File: src/hw/rtl/c3z_pkg.sv
// Shared types and constants of the 3x3 zero-padded convolution block.
package c3z_pkg;

    localparam int WIDTH_W    = 12;   // image_width register
    localparam int HEIGHT_W   = 13;   // image_height register
    localparam int KROW_W     = 24;   // one kernel row, three signed bytes
    localparam int ROW_W      = 13;   // row counter, rows H and H+1 are drain
    localparam int PIX_W      = 8;
    localparam int PROD_W     = 17;   // unsigned pixel times signed coefficient
    localparam int ROWSUM_W   = 19;
    localparam int SUM_W      = 20;
    localparam int CFG_IDX_W  = 3;
    localparam int CFG_DATA_W = 24;
    localparam int MAX_HEIGHT = 4096;

    localparam int FIFO_DEPTH = 4;
    localparam int FIFO_PTR_W = $clog2(FIFO_DEPTH);
    localparam int FIFO_CNT_W = $clog2(FIFO_DEPTH + 1);

    localparam logic [WIDTH_W-1:0]  WIDTH_RESET  = 12'd2048;
    localparam logic [HEIGHT_W-1:0] HEIGHT_RESET = 13'd512;
    localparam logic [KROW_W-1:0]   KROW_RESET   = 24'h010101;

    typedef enum logic [CFG_IDX_W-1:0] {
        REG_IMAGE_WIDTH       = 3'd0,
        REG_IMAGE_HEIGHT      = 3'd1,
        REG_KERNEL_ROW_TOP    = 3'd2,
        REG_KERNEL_ROW_MIDDLE = 3'd3,
        REG_KERNEL_ROW_BOTTOM = 3'd4
    } cfg_reg_t;

    // Per-item control: whether a result is due and which taps fall off the frame.
    typedef struct packed {
        logic emit;
        logic last;
        logic top_m;
        logic bot_m;
        logic left_m;
        logic right_m;
    } tap_ctl_t;

    // One new window column plus its control, front to back.
    typedef struct packed {
        logic [PIX_W-1:0] upper;
        logic [PIX_W-1:0] lower;
        logic [PIX_W-1:0] pixel;
        tap_ctl_t         ctl;
    } column_t;

endpackage

File: src/hw/rtl/c3z_fifo.sv
// Short column queue between front and back.
module c3z_fifo (
    input  logic                           clk,
    input  logic                           rst_n,
    input  logic                           push_valid,
    input  c3z_pkg::column_t               push_data,
    output logic [c3z_pkg::FIFO_CNT_W-1:0] count,
    output logic                           pop_valid,
    input  logic                           pop_ready,
    output c3z_pkg::column_t               pop_data
);

    c3z_pkg::column_t                  entry_reg [c3z_pkg::FIFO_DEPTH];
    logic [c3z_pkg::FIFO_PTR_W-1:0]    wr_ptr_reg, rd_ptr_reg;
    logic [c3z_pkg::FIFO_CNT_W-1:0]    count_reg;
    logic                              pop;

    assign pop       = pop_valid && pop_ready;
    assign pop_valid = (count_reg != '0);
    assign pop_data  = entry_reg[rd_ptr_reg];
    assign count     = count_reg;

    always_ff @(posedge clk or negedge rst_n)
    begin
        if (!rst_n)
        begin
            wr_ptr_reg <= '0;
            rd_ptr_reg <= '0;
            count_reg  <= '0;
        end
        else
        begin
            if (push_valid)
                wr_ptr_reg <= wr_ptr_reg + c3z_pkg::FIFO_PTR_W'(1);
            if (pop)
                rd_ptr_reg <= rd_ptr_reg + c3z_pkg::FIFO_PTR_W'(1);
            count_reg <= count_reg + c3z_pkg::FIFO_CNT_W'(push_valid)
                                   - c3z_pkg::FIFO_CNT_W'(pop);
        end
    end

    always_ff @(posedge clk)
    begin
        if (push_valid)
            entry_reg[wr_ptr_reg] <= push_data;
    end

endmodule

File: config.mk
export PLATFORM = sky130hd
export DESIGN_NAME = c3z_fifo
export DESIGN_NICKNAME = d
export VERILOG_FILES = /design/src/hw/rtl/c3z_pkg.sv /design/src/hw/rtl/c3z_fifo.sv
export SDC_FILE = /design/constraint.sdc
export NUM_CORES = 1
export LEC_CHECK = 0
export BUFFER_PORTS_ARGS = -buffer_cell sky130_fd_sc_hd__buf_2
export CAP_MARGIN = 20
export CORE_ASPECT_RATIO = 2
export CORE_MARGIN = 1.5
export CORE_UTILIZATION = 56
export CTS_CLUSTER_DIAMETER = 200
export DETAILED_ROUTE_END_ITERATION = 8
export PLACE_DENSITY = 0.87
export SKIP_LAST_GASP = 1
export SLEW_MARGIN = 20
export SYNTH_ARGS = -nofsm -noshare
export SYNTH_HDL_FRONTEND = slang
export SYNTH_SLANG_ARGS = --single-unit
File: constraint.sdc
create_clock -name clk -period 2.8 [get_ports clk]
set_input_delay 0.42 -clock clk [delete_from_list [all_inputs] [get_ports clk]]
set_output_delay 0.42 -clock clk [all_outputs]
set_load 0.05 [all_outputs]
**Yosys cells after proc, flatten, opt, wreduce, memory -nomap -nowiden**

Memories as Yosys holds them, arrays and structs flattened.
Index checks and enable logic that the tools add are counted.

- Register bits: 7
- RAM bits: 120
- Input port bits: 34
- Logic and storage cells: 12
- Memories kept: 1

- Add/subtract/negate cells: 4
- Muxes and demuxes: 2
- Reduce and logical (&&, ||, !) cells: 2

Memory list:

| memory | depth | width | rd ports | clocked after memory_dff | write ports | line | source |
|---|---|---|---|---|---|---|---|
| entry_reg | 4 | 30 | 1 | 0 | 1 | c3z_fifo.sv:13 | `c3z_pkg::column_t entry_reg [c3z_pkg::FIFO_DEPTH];` |

Operators by type and width:

| kind | count |
|---|---|
| adder 2 x 1 -> 2 bit (second input constant) | 2 |
| adder 3 x 1 -> 3 bit | 1 |
| nonzero test 3 bit | 1 |
| subtractor 3 x 1 -> 3 bit | 1 |
| two-way mux 1 bit | 2 |
| logical AND 1 bit | 1 |

**Logic depth before layout (Yosys ltp)**

- Depth after elaboration: 3
- Depth in mapped cells: 7
- Depth with buffers taken out: 7

**Least setup slack after synthesis**

No wires, ideal clock.

- Path kind: reg-to-reg
- Start: reg count_reg (netlist bit count[1])
- End: reg count_reg (netlist bit count[2])
- Library setup time: 0.124 ns
- Arrival: 2.076 ns
- Data required time: 2.676 ns
- Slack: 0.600 ns
- Stages on the path, launching flop included: 8
- Buffers on the path: 0
- Clock period less this slack: 2.200 ns
- Cells stage by stage: dfrtp_1 > o31a_1 > ha_1 > inv_1 > ha_1 > fa_1 > xnor2_1 > xnor2_1

- Longest elaborated chain between the ends: 3

Ends and longest elaborated chain:

| element | line | source |
|---|---|---|
| start, declared | c3z_fifo.sv:15 | `logic [c3z_pkg::FIFO_CNT_W-1:0] count_reg;` |
| start signal, assigned | c3z_fifo.sv:37 | `count_reg <= count_reg + c3z_pkg::FIFO_CNT_W'(push_valid)` |
| nonzero test 3 bit | c3z_fifo.sv:19 | `assign pop_valid = (count_reg != '0);` |
| logical AND 1 bit | c3z_fifo.sv:18 | `assign pop = pop_valid && pop_ready;` |
| named net pop | c3z_fifo.sv:16 | `logic pop;` |
| subtractor 3 x 1 -> 3 bit | c3z_fifo.sv:38 | `- c3z_pkg::FIFO_CNT_W'(pop);` |

The timed path passes the listed nets, and every way through them passes these cells.
A chain may end at the register's enable or synchronous reset.

==> results.md <==
- Status: completed
- Post-CTS Setup Bufs: 0
- Boundary Pins: 68
- Cells after Synth: between 150 and 200
- First-pass GRT wire length: 12,800 microns
- Largest net degree at the start of global routing: 31
- Worst Setup End Kind: output pin
- Arrival time worst endpoint: around 1900 ps
- TNS Setup: 0 ps
- Residual DRC: 0
- CTS tree: yes
- Crit share post-route: 0.844
- Post-CTS resize count: 0
- Critical Path Fanout Max: 19
- 1st-pass router iterations: 5
- Min Tclk post-route: 2360 ps
- Initial Util: 0.575
- Max Clock Skew: 6.24 ps
- RSZ-0062 raised after global routing: no
- Area Growth Syn to Fin: 21.9%
- CTS Buf Count: 17
- CTS H-tree depth: 4
- Worst slew pin tran: 840 ps
- FMAX: 0.423 GHz
- Net count after synthesis: between 200 and 250
- Slew HR: 0.440
- Crit path launch type: flip-flop
- Dpl hpwl: 4900 microns
- Design Power: 0.00761 W
- Most common cell after layout, fill and taps aside: edfxtp_1
- R2R Path Start: count[1]$_DFF_PN0_
- GRT Residual Overflow: 0
- Final WL: just under 9000 microns
- Routability Congestion: 0.682
- Setup-violating endpoint count in the final report: 0
- Global-route usage over all layers: 0.211
- Initial drt markers: 144
- Port Buffers: 67
- Synthesized cell area: 0.00477 sq mm
- Die area: 0.00911 sq mm
- Vias in the first global route: 2,356
- Final Max Slew Viols: 0
- Critical path type: flip-flop to output pin
- Peak VDD IR: 0.779 mV
- Most frequent cells in the layout: edfxtp_1 (120), buf_2 (67), mux4_2 (28), clkbuf_16 (17)
- Max reg flops: between 100 and 150
- Leakage: approximately 2.1 nW
- Power density over the cells: roughly 1300 mW/mm^2
- Sequential element share of the synthesized area: 0.793
- Critical path origin: rd_ptr_reg[0]$_DFFE_PN0P_
- Clock Tree Root: clkbuf_16
- Syn avg cell area: 25.0 sq um
- Hold path start: push_data[18]
- Cts hold-fix bufs: 1
- CP Data Required Time: ~2400 ps
- Cell Rows: 47
- Worst hold path type: primary input to flip-flop
- Share of cells above drive strength 1: 0.455
- Via density: just under 6
- Die W: approximately 68 microns
- Max Root-Sink Buffers: 2
- Final Cell Area: 0.00581 sq mm
- Max_cap viols: 0
- Clk sinks: 127
- Synth unique cells: 18
- #FFs+latches synth: approximately 130
- Hold slack: approximately 230 ps
- Yosys warns: 0
- Post-DR wirelength/cell: 22.4 microns
- Clk slew on worst S/H paths: 50 ps
- Post-route ant nets: 0
- Nets@finish: 316
- Initial antenna violation count: 0
- Hold Fails Final Rpt: 0
- Die H: approximately 130 microns
- Core Box Area: 0.00829 sq mm
- DR vias: 2,243
- Area after DPL: 0.00517 sq mm
- # diodes: 0
- Clock Latency Late Sink: 410 ps
==> layer usage <==
metal	GRT usage	routed length (microns)	vias to the layer above	share of wire
met4	0.0933	207	0	0.024
met1	0.265	3350	1168	0.39
met5	0	0	-	0
met3	0.0828	443	17	0.051
met2	0.323	4650	93	0.54
li1	-	-	965	-
==> worst max-delay path: stages (launching register included) <==
cell	delay, ps
dfrtp_2	350
buf_4	350
mux4_1	600
buf_2	230
==> logic make-up after synthesis <==
family,after synthesis,synth area share
adder cells (fa/ha/maj),7,0.0199
multiplexers,30,0.143
AO/OA/AOI/OAI,3,0.00472
XOR/XNOR,5,0.00919
buffers and inverters,13,0.0228
flip-flops,127,0.793
AND/OR/NAND/NOR,6,0.00735
==> final timing paths <==
| kind | endpoint | slack (ps) | depth (start not counted) |
|---|---|---|---|
| max in group asynchronous | rd_ptr_reg[0]$_DFFE_PN0P_ | 2240 | 2 |
| min in group asynchronous | wr_ptr_reg[1]$_DFFE_PN0P_ | 380 | 2 |
| setup / recovery | pop_data[29] | 440 | 3 |
| hold / removal | entry_reg[2][18]$_DFFE_PP_ | 230 | 1 |
| hold reg to reg | wr_ptr_reg[0]$_DFFE_PN0P_ | 550 | 1 |
| setup reg to reg | count[2]$_DFF_PN0_ | 690 | 7 |
==> cell type report <==
cell class,instances,area [sq um]
clock inverter,14,196
clock buffer,18,429
timing repair buffer,72,375
multi-input combinational,51,885
inverter,6,22.5
sequential,127,3780
tap,98,123
fill,480,2480
==> power by group <==
part | total, W | internal [W] | switching (W)
registers | 0.00264 | 0.00251 | 0.000130
logic | 0.00267 | 0.000797 | 0.00187
clock network | 0.00230 | 0.00156 | 0.000745
total | 0.00761 | 0.00487 | 0.00275
==> through the flow <==
stage	util	instances	worst slack (ps)
floorplan	-	191	600
global placement	0.624	353	854
detailed placement	0.624	353	670
CTS	0.701	386	396
global route	0.701	386	325
finish	0.701	386	436
==> cells in the mapped netlist <==
library cell	count	area, sq um
edfxtp_1	120	3600
mux4_2	28	631
dfrtp_1	7	175
ha_1	6	75.1
inv_1	6	22.5
and2_1	4	25.0
buf_12	3	60.1
buf_2	3	15.0
xnor2_1	3	26.3
mux4_1	2	52.6
xor2_1	2	17.5
buf_6	1	11.3
fa_1	1	20.0
nand2_1	1	3.75
o21ai_0	1	5.00
o311ai_0	1	8.76
o31a_1	1	8.76
or3_1	1	6.26
Power figures use the tool's default switching activity.
