**config.mk**
```make
export PLATFORM = sky130hd
export DESIGN_NAME = c3z_back
export DESIGN_NICKNAME = d
export VERILOG_FILES = /design/src/hw/rtl/c3z_pkg.sv /design/src/hw/rtl/c3z_back.sv
export SDC_FILE = /design/constraint.sdc
export NUM_CORES = 2
export LEC_CHECK = 0
export BUFFER_PORTS_ARGS = -buffer_cell sky130_fd_sc_hd__buf_4
export CAP_MARGIN = 20
export CORE_UTILIZATION = 59
export DETAILED_ROUTE_END_ITERATION = 7
export GPL_ROUTABILITY_DRIVEN = 1
export PLACE_DENSITY = 0.84
export SLEW_MARGIN = 20
export SYNTH_ARGS = -nofsm -noshare
export SYNTH_HDL_FRONTEND = slang
export SYNTH_SLANG_ARGS = --single-unit
```
**constraint.sdc**
```tcl
create_clock -name clk -period 5.3 [get_ports clk]
set_clock_uncertainty 0.1 [all_clocks]
set_input_delay 1.325 -clock clk [delete_from_list [all_inputs] [get_ports clk]]
set_output_delay 1.325 -clock clk [all_outputs]
set_load 0.005 [all_outputs]
```
**src/hw/rtl/c3z_pkg.sv**
```systemverilog
// Shared types and constants of the 3x3 zero-padded convolution block.
package c3z_pkg;

    localparam int WIDTH_W    = 12;   // image_width register
    localparam int HEIGHT_W   = 13;   // image_height register
    localparam int KROW_W     = 24;   // one kernel row, three signed bytes
    localparam int ROW_W      = 13;   // row counter, rows H and H+1 are drain
    localparam int PIX_W      = 8;
    localparam int PROD_W     = 17;   // unsigned pixel times signed coefficient
    localparam int ROWSUM_W   = 19;
    localparam int SUM_W      = 20;
    localparam int CFG_IDX_W  = 3;
    localparam int CFG_DATA_W = 24;
    localparam int MAX_HEIGHT = 4096;

    localparam int FIFO_DEPTH = 4;
    localparam int FIFO_PTR_W = $clog2(FIFO_DEPTH);
    localparam int FIFO_CNT_W = $clog2(FIFO_DEPTH + 1);

    localparam logic [WIDTH_W-1:0]  WIDTH_RESET  = 12'd2048;
    localparam logic [HEIGHT_W-1:0] HEIGHT_RESET = 13'd512;
    localparam logic [KROW_W-1:0]   KROW_RESET   = 24'h010101;

    typedef enum logic [CFG_IDX_W-1:0] {
        REG_IMAGE_WIDTH       = 3'd0,
        REG_IMAGE_HEIGHT      = 3'd1,
        REG_KERNEL_ROW_TOP    = 3'd2,
        REG_KERNEL_ROW_MIDDLE = 3'd3,
        REG_KERNEL_ROW_BOTTOM = 3'd4
    } cfg_reg_t;

    // Per-item control: whether a result is due and which taps fall off the frame.
    typedef struct packed {
        logic emit;
        logic last;
        logic top_m;
        logic bot_m;
        logic left_m;
        logic right_m;
    } tap_ctl_t;

    // One new window column plus its control, front to back.
    typedef struct packed {
        logic [PIX_W-1:0] upper;
        logic [PIX_W-1:0] lower;
        logic [PIX_W-1:0] pixel;
        tap_ctl_t         ctl;
    } column_t;

endpackage

```
**src/hw/rtl/c3z_back.sv**
```systemverilog
// Back end: 3x3 window, masked products, adder tree and output register.
module c3z_back (
    input  logic                                   clk,
    input  logic                                   rst_n,
    input  logic                                   col_valid,
    output logic                                   col_ready,
    input  c3z_pkg::column_t                       col_data,
    input  logic [2:0][c3z_pkg::KROW_W-1:0]        kernel,
    output logic                                   out_valid,
    input  logic                                   out_ready,
    output logic signed [c3z_pkg::SUM_W-1:0]       out_filtered,
    output logic                                   out_last
);

    localparam int PW = c3z_pkg::PROD_W;
    localparam int RSW = c3z_pkg::ROWSUM_W;
    localparam int SW = c3z_pkg::SUM_W;

    // win_reg[row][col]: row 0 above, col 2 newest
    logic [2:0][2:0][c3z_pkg::PIX_W-1:0] win_reg;

    logic              b1_valid_reg, b2_valid_reg, b3_valid_reg, out_valid_reg;
    c3z_pkg::tap_ctl_t b1_ctl_reg;
    logic              b2_last_reg, b3_last_reg, out_last_reg;

    logic signed [PW-1:0]  prod_reg [3][3];
    logic signed [PW-1:0]  prod_next [3][3];
    logic signed [RSW-1:0] rsum_reg [3];
    logic signed [RSW-1:0] rsum_next [3];
    logic signed [SW-1:0]  sum_reg;

    logic b1_ready, b2_ready, b3_ready, o_ready, pop;

    assign o_ready   = !out_valid_reg || out_ready;
    assign b3_ready  = !b3_valid_reg || o_ready;
    assign b2_ready  = !b2_valid_reg || b3_ready;
    assign b1_ready  = !b1_valid_reg || b2_ready;
    assign col_ready = b1_ready;
    assign pop       = col_valid && b1_ready;

    always_comb
    begin
        logic                      m;
        logic [c3z_pkg::PIX_W-1:0] tap;
        logic [7:0]                cb;
        logic signed [PW-1:0]      a_s, k_s, p_full;
        for (int i = 0; i < 3; i++)
        begin
            for (int j = 0; j < 3; j++)
            begin
                m = ((i == 0) && b1_ctl_reg.top_m) || ((i == 2) && b1_ctl_reg.bot_m) ||
                    ((j == 0) && b1_ctl_reg.left_m) || ((j == 2) && b1_ctl_reg.right_m);
                tap    = m ? '0 : win_reg[i][j];
                cb     = kernel[i][8*j +: 8];
                a_s    = $signed({{(PW - c3z_pkg::PIX_W){1'b0}}, tap});
                k_s    = $signed({{(PW - 8){cb[7]}}, cb});
                p_full = a_s * k_s;
                prod_next[i][j] = p_full;
            end
            rsum_next[i] = RSW'(prod_reg[i][0]) + RSW'(prod_reg[i][1]) +
                           RSW'(prod_reg[i][2]);
        end
    end

    always_ff @(posedge clk or negedge rst_n)
    begin
        if (!rst_n)
        begin
            win_reg       <= '0;
            b1_valid_reg  <= 1'b0;
            b2_valid_reg  <= 1'b0;
            b3_valid_reg  <= 1'b0;
            out_valid_reg <= 1'b0;
        end
        else
        begin
            if (pop)
            begin
                for (int i = 0; i < 3; i++)
                begin
                    win_reg[i][0] <= win_reg[i][1];
                    win_reg[i][1] <= win_reg[i][2];
                end
                win_reg[0][2] <= col_data.upper;
                win_reg[1][2] <= col_data.lower;
                win_reg[2][2] <= col_data.pixel;
            end
            // Items with no result only move the window.
            if (b1_ready)
                b1_valid_reg <= pop && col_data.ctl.emit;
            if (b2_ready)
                b2_valid_reg <= b1_valid_reg;
            if (b3_ready)
                b3_valid_reg <= b2_valid_reg;
            if (o_ready)
                out_valid_reg <= b3_valid_reg;
        end
    end

    always_ff @(posedge clk)
    begin
        if (pop)
            b1_ctl_reg <= col_data.ctl;
        if (b1_valid_reg && b2_ready)
        begin
            for (int i = 0; i < 3; i++)
                for (int j = 0; j < 3; j++)
                    prod_reg[i][j] <= prod_next[i][j];
            b2_last_reg <= b1_ctl_reg.last;
        end
        if (b2_valid_reg && b3_ready)
        begin
            for (int i = 0; i < 3; i++)
                rsum_reg[i] <= rsum_next[i];
            b3_last_reg <= b2_last_reg;
        end
        if (b3_valid_reg && o_ready)
        begin
            sum_reg      <= SW'(rsum_reg[0]) + SW'(rsum_reg[1]) + SW'(rsum_reg[2]);
            out_last_reg <= b3_last_reg;
        end
    end

    assign out_valid    = out_valid_reg;
    assign out_filtered = sum_reg;
    assign out_last     = out_last_reg;

endmodule

```
* After elaboration in Yosys (flattened, before gate mapping) *
Memory sizes are Yosys's and may differ from the RTL's.
Cells that the tools add are included.

word-level totals
  memory bits (writable) = 210
  logic and storage cells = 70
  memories = 2
  flip-flop bits (word level) = 104

memories
  name      depth  width  rd ports  clocked after memory_dff  wr ports  RTL line        text
  prod_reg  3      51     3         0                         3         c3z_back.sv:26  logic signed [PW-1:0] prod_reg [3][3];
  rsum_reg  3      19     3         0                         3         c3z_back.sv:28  logic signed [RSW-1:0] rsum_reg [3];

cells by class
  multipliers = 9
  reductions and logical operators = 17
  mux-type cells = 12
  $add $sub $neg = 8

operator list
  cell                                          number
  9-bit by 8-bit multiplier with 17-bit output  9
  8-bit two-way mux                             8
  18-bit by 17-bit adder with 19-bit output     3
  17-bit by 17-bit adder with 18-bit output     3
  19-bit by 19-bit adder with 20-bit output     1
  20-bit by 19-bit adder with 20-bit output     1
  1-bit logical OR                              8
  1-bit logical AND                             5
  1-bit logical NOT                             4
  1-bit two-way mux                             4

* Longest topological paths before layout *
  depth in word-level cells = 7
  mapped depth = 21
  mapped depth without buffers = 19

* Worst setup path before layout *
No wires, ideal clock.

  path kind = input to register
  from = input out_ready
  to = register b2_last_reg (enable)
  stages on the path = 3
  setup slack = -344 ps
  arrival = 5,012 ps
  setup time = 532 ps
  buffers on the path = 0
  cells stage by stage = nor2b_1 -> nand3_1 -> and2_1

between the ends
  cells in the longest elaborated chain, start to end = 4

RTL lines
  what                    RTL line         text
  start: declaration      c3z_back.sv:10   input logic out_ready,
  1-bit logical OR        c3z_back.sv:34   assign o_ready = !out_valid_reg || out_ready;
  1-bit logical OR        c3z_back.sv:35   assign b3_ready = !b3_valid_reg || o_ready;
  1-bit logical OR        c3z_back.sv:36   assign b2_ready = !b2_valid_reg || b3_ready;
  1-bit logical AND       c3z_back.sv:104  if (b1_valid_reg && b2_ready)
  end signal: assignment  c3z_back.sv:109  b2_last_reg <= b1_ctl_reg.last;
  end: declaration        c3z_back.sv:24   logic b2_last_reg, b3_last_reg, out_last_reg;

No other way between the ends.
A chain may end at the register's enable or synchronous reset.

==> reports/metrics.yaml <==
crit_type: "flop to flop"
fillCellCount: 4025
drc: 0
synthFlopType: "edfxtp_1"
area_growth_pct: 14.1
vias: 25800
clock_path_buffers: 3
drtAntennaViolNets: 0
startpoint_type: "flop"
cts_made_buffers: 39
worst_setup_path_end_kind: "flop"
placed_cells: 4426
rsz0062_at_grt: "yes"
final_nets: 4680
cts_tree: "yes"
p_comb_share_pct: 61.0
finalSetupViolCount: 0
grt_max_degree: 103
fin_crit_sh_pct: 96.4
grt_pass1_vias: 27100
dp_hpwl_mm: 64.0
cp_max_fo: 13
cts.sinks: 314
drv_cap: 0
final_util_pct: 68.7
synth_top_area_share_pct: 23.3
ctsHoldBuffers: 0
die_w_um: 246
avgSynthCellArea_sq_um: 10.4
first_pass_iters: 5
syn-num-nets: 4336
power_density_nw_per_um2: 450
core_sq_um: 58100
slew_violations: 0
yosys.area.top_type: "fa_1"
yosysSeqAreaShare_pct: 25.9
grt_first_pass_wirelength_mm: 134
swShare_pct: 42.9
portBuffers: 128
fmax_ghz: 0.196
r2r_cells: 17
rows: 88
clkSlewWorstSetupHoldPaths_ns: 0.06
holdPathStages: 0
ios: 129
synthArstFlopShare_pct: 24.2
leakagePower_nw: 19.8
h-tree-depth: 2
track_usage_pct: 28.0
wl_per_cell_um: 18.2
antenna_found_initial: 0
clock-root-buffer: "clkbuf_16"
layoutNonFillerInstCount: 4503
routed_wl_mm: 81.8
largest_reg_flops: 153
hold_violations: 0
postSynthCellCount: 3367
dieArea_sq_um: 60300
avgViaCountPerCell: 5.73
worstHoldPathType: "flop to flop"
antenna_cells: 0
synth_area_leaders: "fa_1, edfxtp_1, ha_1, inv_1, dfrtp_1"
grt_remaining_overflow: 0
worstPathRequired_ns: 5.51
status: "finished clean"
yosys.cell_types.count: 74
cp.arrival_ns: 5.32
power_frac_seq_pct: 24.0
initial_core_util_pct: 60.2
ir_drop_v: 0.000504
gp_congestion: 0.918
synth_seq_cells: 314
intPower_mw: 10.3
clock_latency_ns: 0.57
synth_area_sq_um: 35000
slew_headroom_pct: 35.8
synth-edff-count: 238
drive_gt1_share_pct: 14.0
post-route-min-period_ns: 5.11
yosysWarnings: 0
p_switching_mw: 7.70
drt_iter0_markers: 1776
tightest_slew_ns: 0.958
pwr-share-clk_pct: 15.0
die_h_um: 246
-- critical path, cell delays in order, from the launching register on --
cell and delay (ns):
edfxtp_1 0.37, buf_4 0.18, buf_4 0.15, nor2_2 0.22
buf_4 0.17, buf_4 0.17, nand3_1 0.12, fa_1 0.55
inv_1 0.05, fa_1 0.49, fa_1 0.44, ha_1 0.30
ha_1 0.20, or3_1 0.38, o31ai_4 0.27, o21ai_2 0.08
or4_1 0.46, and3_1 0.16
-- per-layer routing --
metal | global-route usage [%] | vias up | part of all wire (%)
met3 | 4.71 | 187 | 6.6
met1 | 35.6 | 12800 | 40
met5 | 0 | - | 0
li1 | - | 11900 | -
met4 | 10.4 | 0 | 3.6
met2 | 47.9 | 901 | 49
-- stage by stage --
step	total power, mW	setup slack (ns)	area (sq um)	hold slack, ns	TNS, ns
global placement	14.5	-0.300	38500	0.320	-1.58
CTS	17.9	0.106	39800	0.344	0
floorplan	11.7	-0.124	35000	0.300	-0.124
global route	19.3	-0.0402	39900	0.360	-0.0402
finish	18.0	0.189	39900	0.339	0
detailed placement	15.0	-0.348	38500	0.331	-3.44
-- power by group through the flow --
stage | Combinational (mW) | Clock, mW | Sequential (mW)
after CTS | 10.8 | 2.72 | 4.32
after floorplan | 7.57 | 0 | 4.12
after global routing | 12.2 | 2.80 | 4.38
after global placement | 10.2 | 0 | 4.34
after detailed placement | 10.6 | 0 | 4.36
final | 11.0 | 2.69 | 4.32
-- repair_timing --
item	4_1_cts	5_1_grt
gates cloned	1	2
endpoints found under the setup margin	6	15
pin swaps	1	3
gates resized for setup	1	12
setup buffers	1	5
-- cells in the final DEF (no fill, tap or decap), types with 9 or more instances in the layout --
| cell type | synthesis | layout |
|---|---|---|
| inv_1 | 569 | 568 |
| ha_1 | 456 | 455 |
| fa_1 | 407 | 407 |
| buf_4 | 0 | 356 |
| edfxtp_1 | 238 | 238 |
| and2_1 | 212 | 210 |
| and3_1 | 175 | 174 |
| nand2_1 | 172 | 171 |
| a21oi_1 | 130 | 129 |
| nor2_1 | 126 | 122 |
| xnor2_1 | 101 | 101 |
| nand3_1 | 79 | 79 |
| dfrtp_1 | 76 | 76 |
| mux2_2 | 66 | 66 |
| o21ai_0 | 56 | 55 |
| nor2b_1 | 56 | 51 |
| a21o_1 | 45 | 45 |
| xor2_1 | 42 | 42 |
| clkbuf_16 | 0 | 40 |
| o21a_1 | 30 | 30 |
| nand2b_1 | 30 | 30 |
| nor3_1 | 28 | 28 |
| o21ai_1 | 25 | 26 |
| a211oi_1 | 20 | 20 |
| nor4_1 | 15 | 15 |
| o211ai_1 | 13 | 13 |
| o21bai_1 | 12 | 12 |
| a31oi_1 | 9 | 9 |
| nand4_1 | 9 | 9 |
-- cells in the mapped netlist, types with 4 or more instances --
| master | instances |
|---|---|
| a2111oi_0 | 6 |
| a211o_1 | 6 |
| a211oi_1 | 20 |
| a21o_1 | 45 |
| a21oi_1 | 130 |
| a311oi_1 | 6 |
| a31o_1 | 4 |
| a31oi_1 | 9 |
| and2_1 | 212 |
| and3_1 | 175 |
| buf_1 | 11 |
| buf_2 | 7 |
| clkbuf_1 | 48 |
| dfrtp_1 | 76 |
| edfxtp_1 | 238 |
| fa_1 | 407 |
| ha_1 | 456 |
| inv_1 | 569 |
| mux2_1 | 6 |
| mux2_2 | 66 |
| nand2_1 | 172 |
| nand2b_1 | 30 |
| nand3_1 | 79 |
| nand4_1 | 9 |
| nor2_1 | 126 |
| nor2b_1 | 56 |
| nor3_1 | 28 |
| nor4_1 | 15 |
| nor4b_1 | 4 |
| o211ai_1 | 13 |
| o21a_1 | 30 |
| o21ai_0 | 56 |
| o21ai_1 | 25 |
| o21bai_1 | 12 |
| o31a_1 | 7 |
| o31ai_1 | 5 |
| or2_2 | 4 |
| or3_1 | 4 |
| xnor2_1 | 101 |
| xor2_1 | 42 |
-- cell type report --
class                           count  area (sq um)  area share, %
Clock buffer                       47          1020           2.55
Clock inverter                     21           240          0.602
Inverter                          569          2140           5.35
Multi-Input combinational cell   2420         23600           59.2
Sequential cell                   314          9050           22.7
Tap cell                          765           957           2.40
Timing Repair Buffer              367          2870           7.19
-- cell families (layout without fill, tap and decap cells) --
group	Yosys count	in the layout	synth area share, %
buf+inv	635	1004	6.84
compound gates	409	409	7.54
flops	314	314	25.9
simple gates	928	930	14.2
fa+ha+maj	863	863	39.6
xor+xnor	143	143	3.58
mux	75	75	2.40
-- final timing paths --
path                               start         endpoint  slack [ns]
setup / recovery           b1_ctl_reg[3]  prod_reg[0][50]        0.19
hold / removal               b3_last_reg         out_last        0.34
setup reg to reg           b1_ctl_reg[3]  prod_reg[0][50]        0.19
hold reg to reg              b3_last_reg         out_last        0.34
max in group asynchronous          rst_n      win_reg[16]        3.36
min in group asynchronous          rst_n      win_reg[63]        0.72
Power figures use the tool's default switching activity.
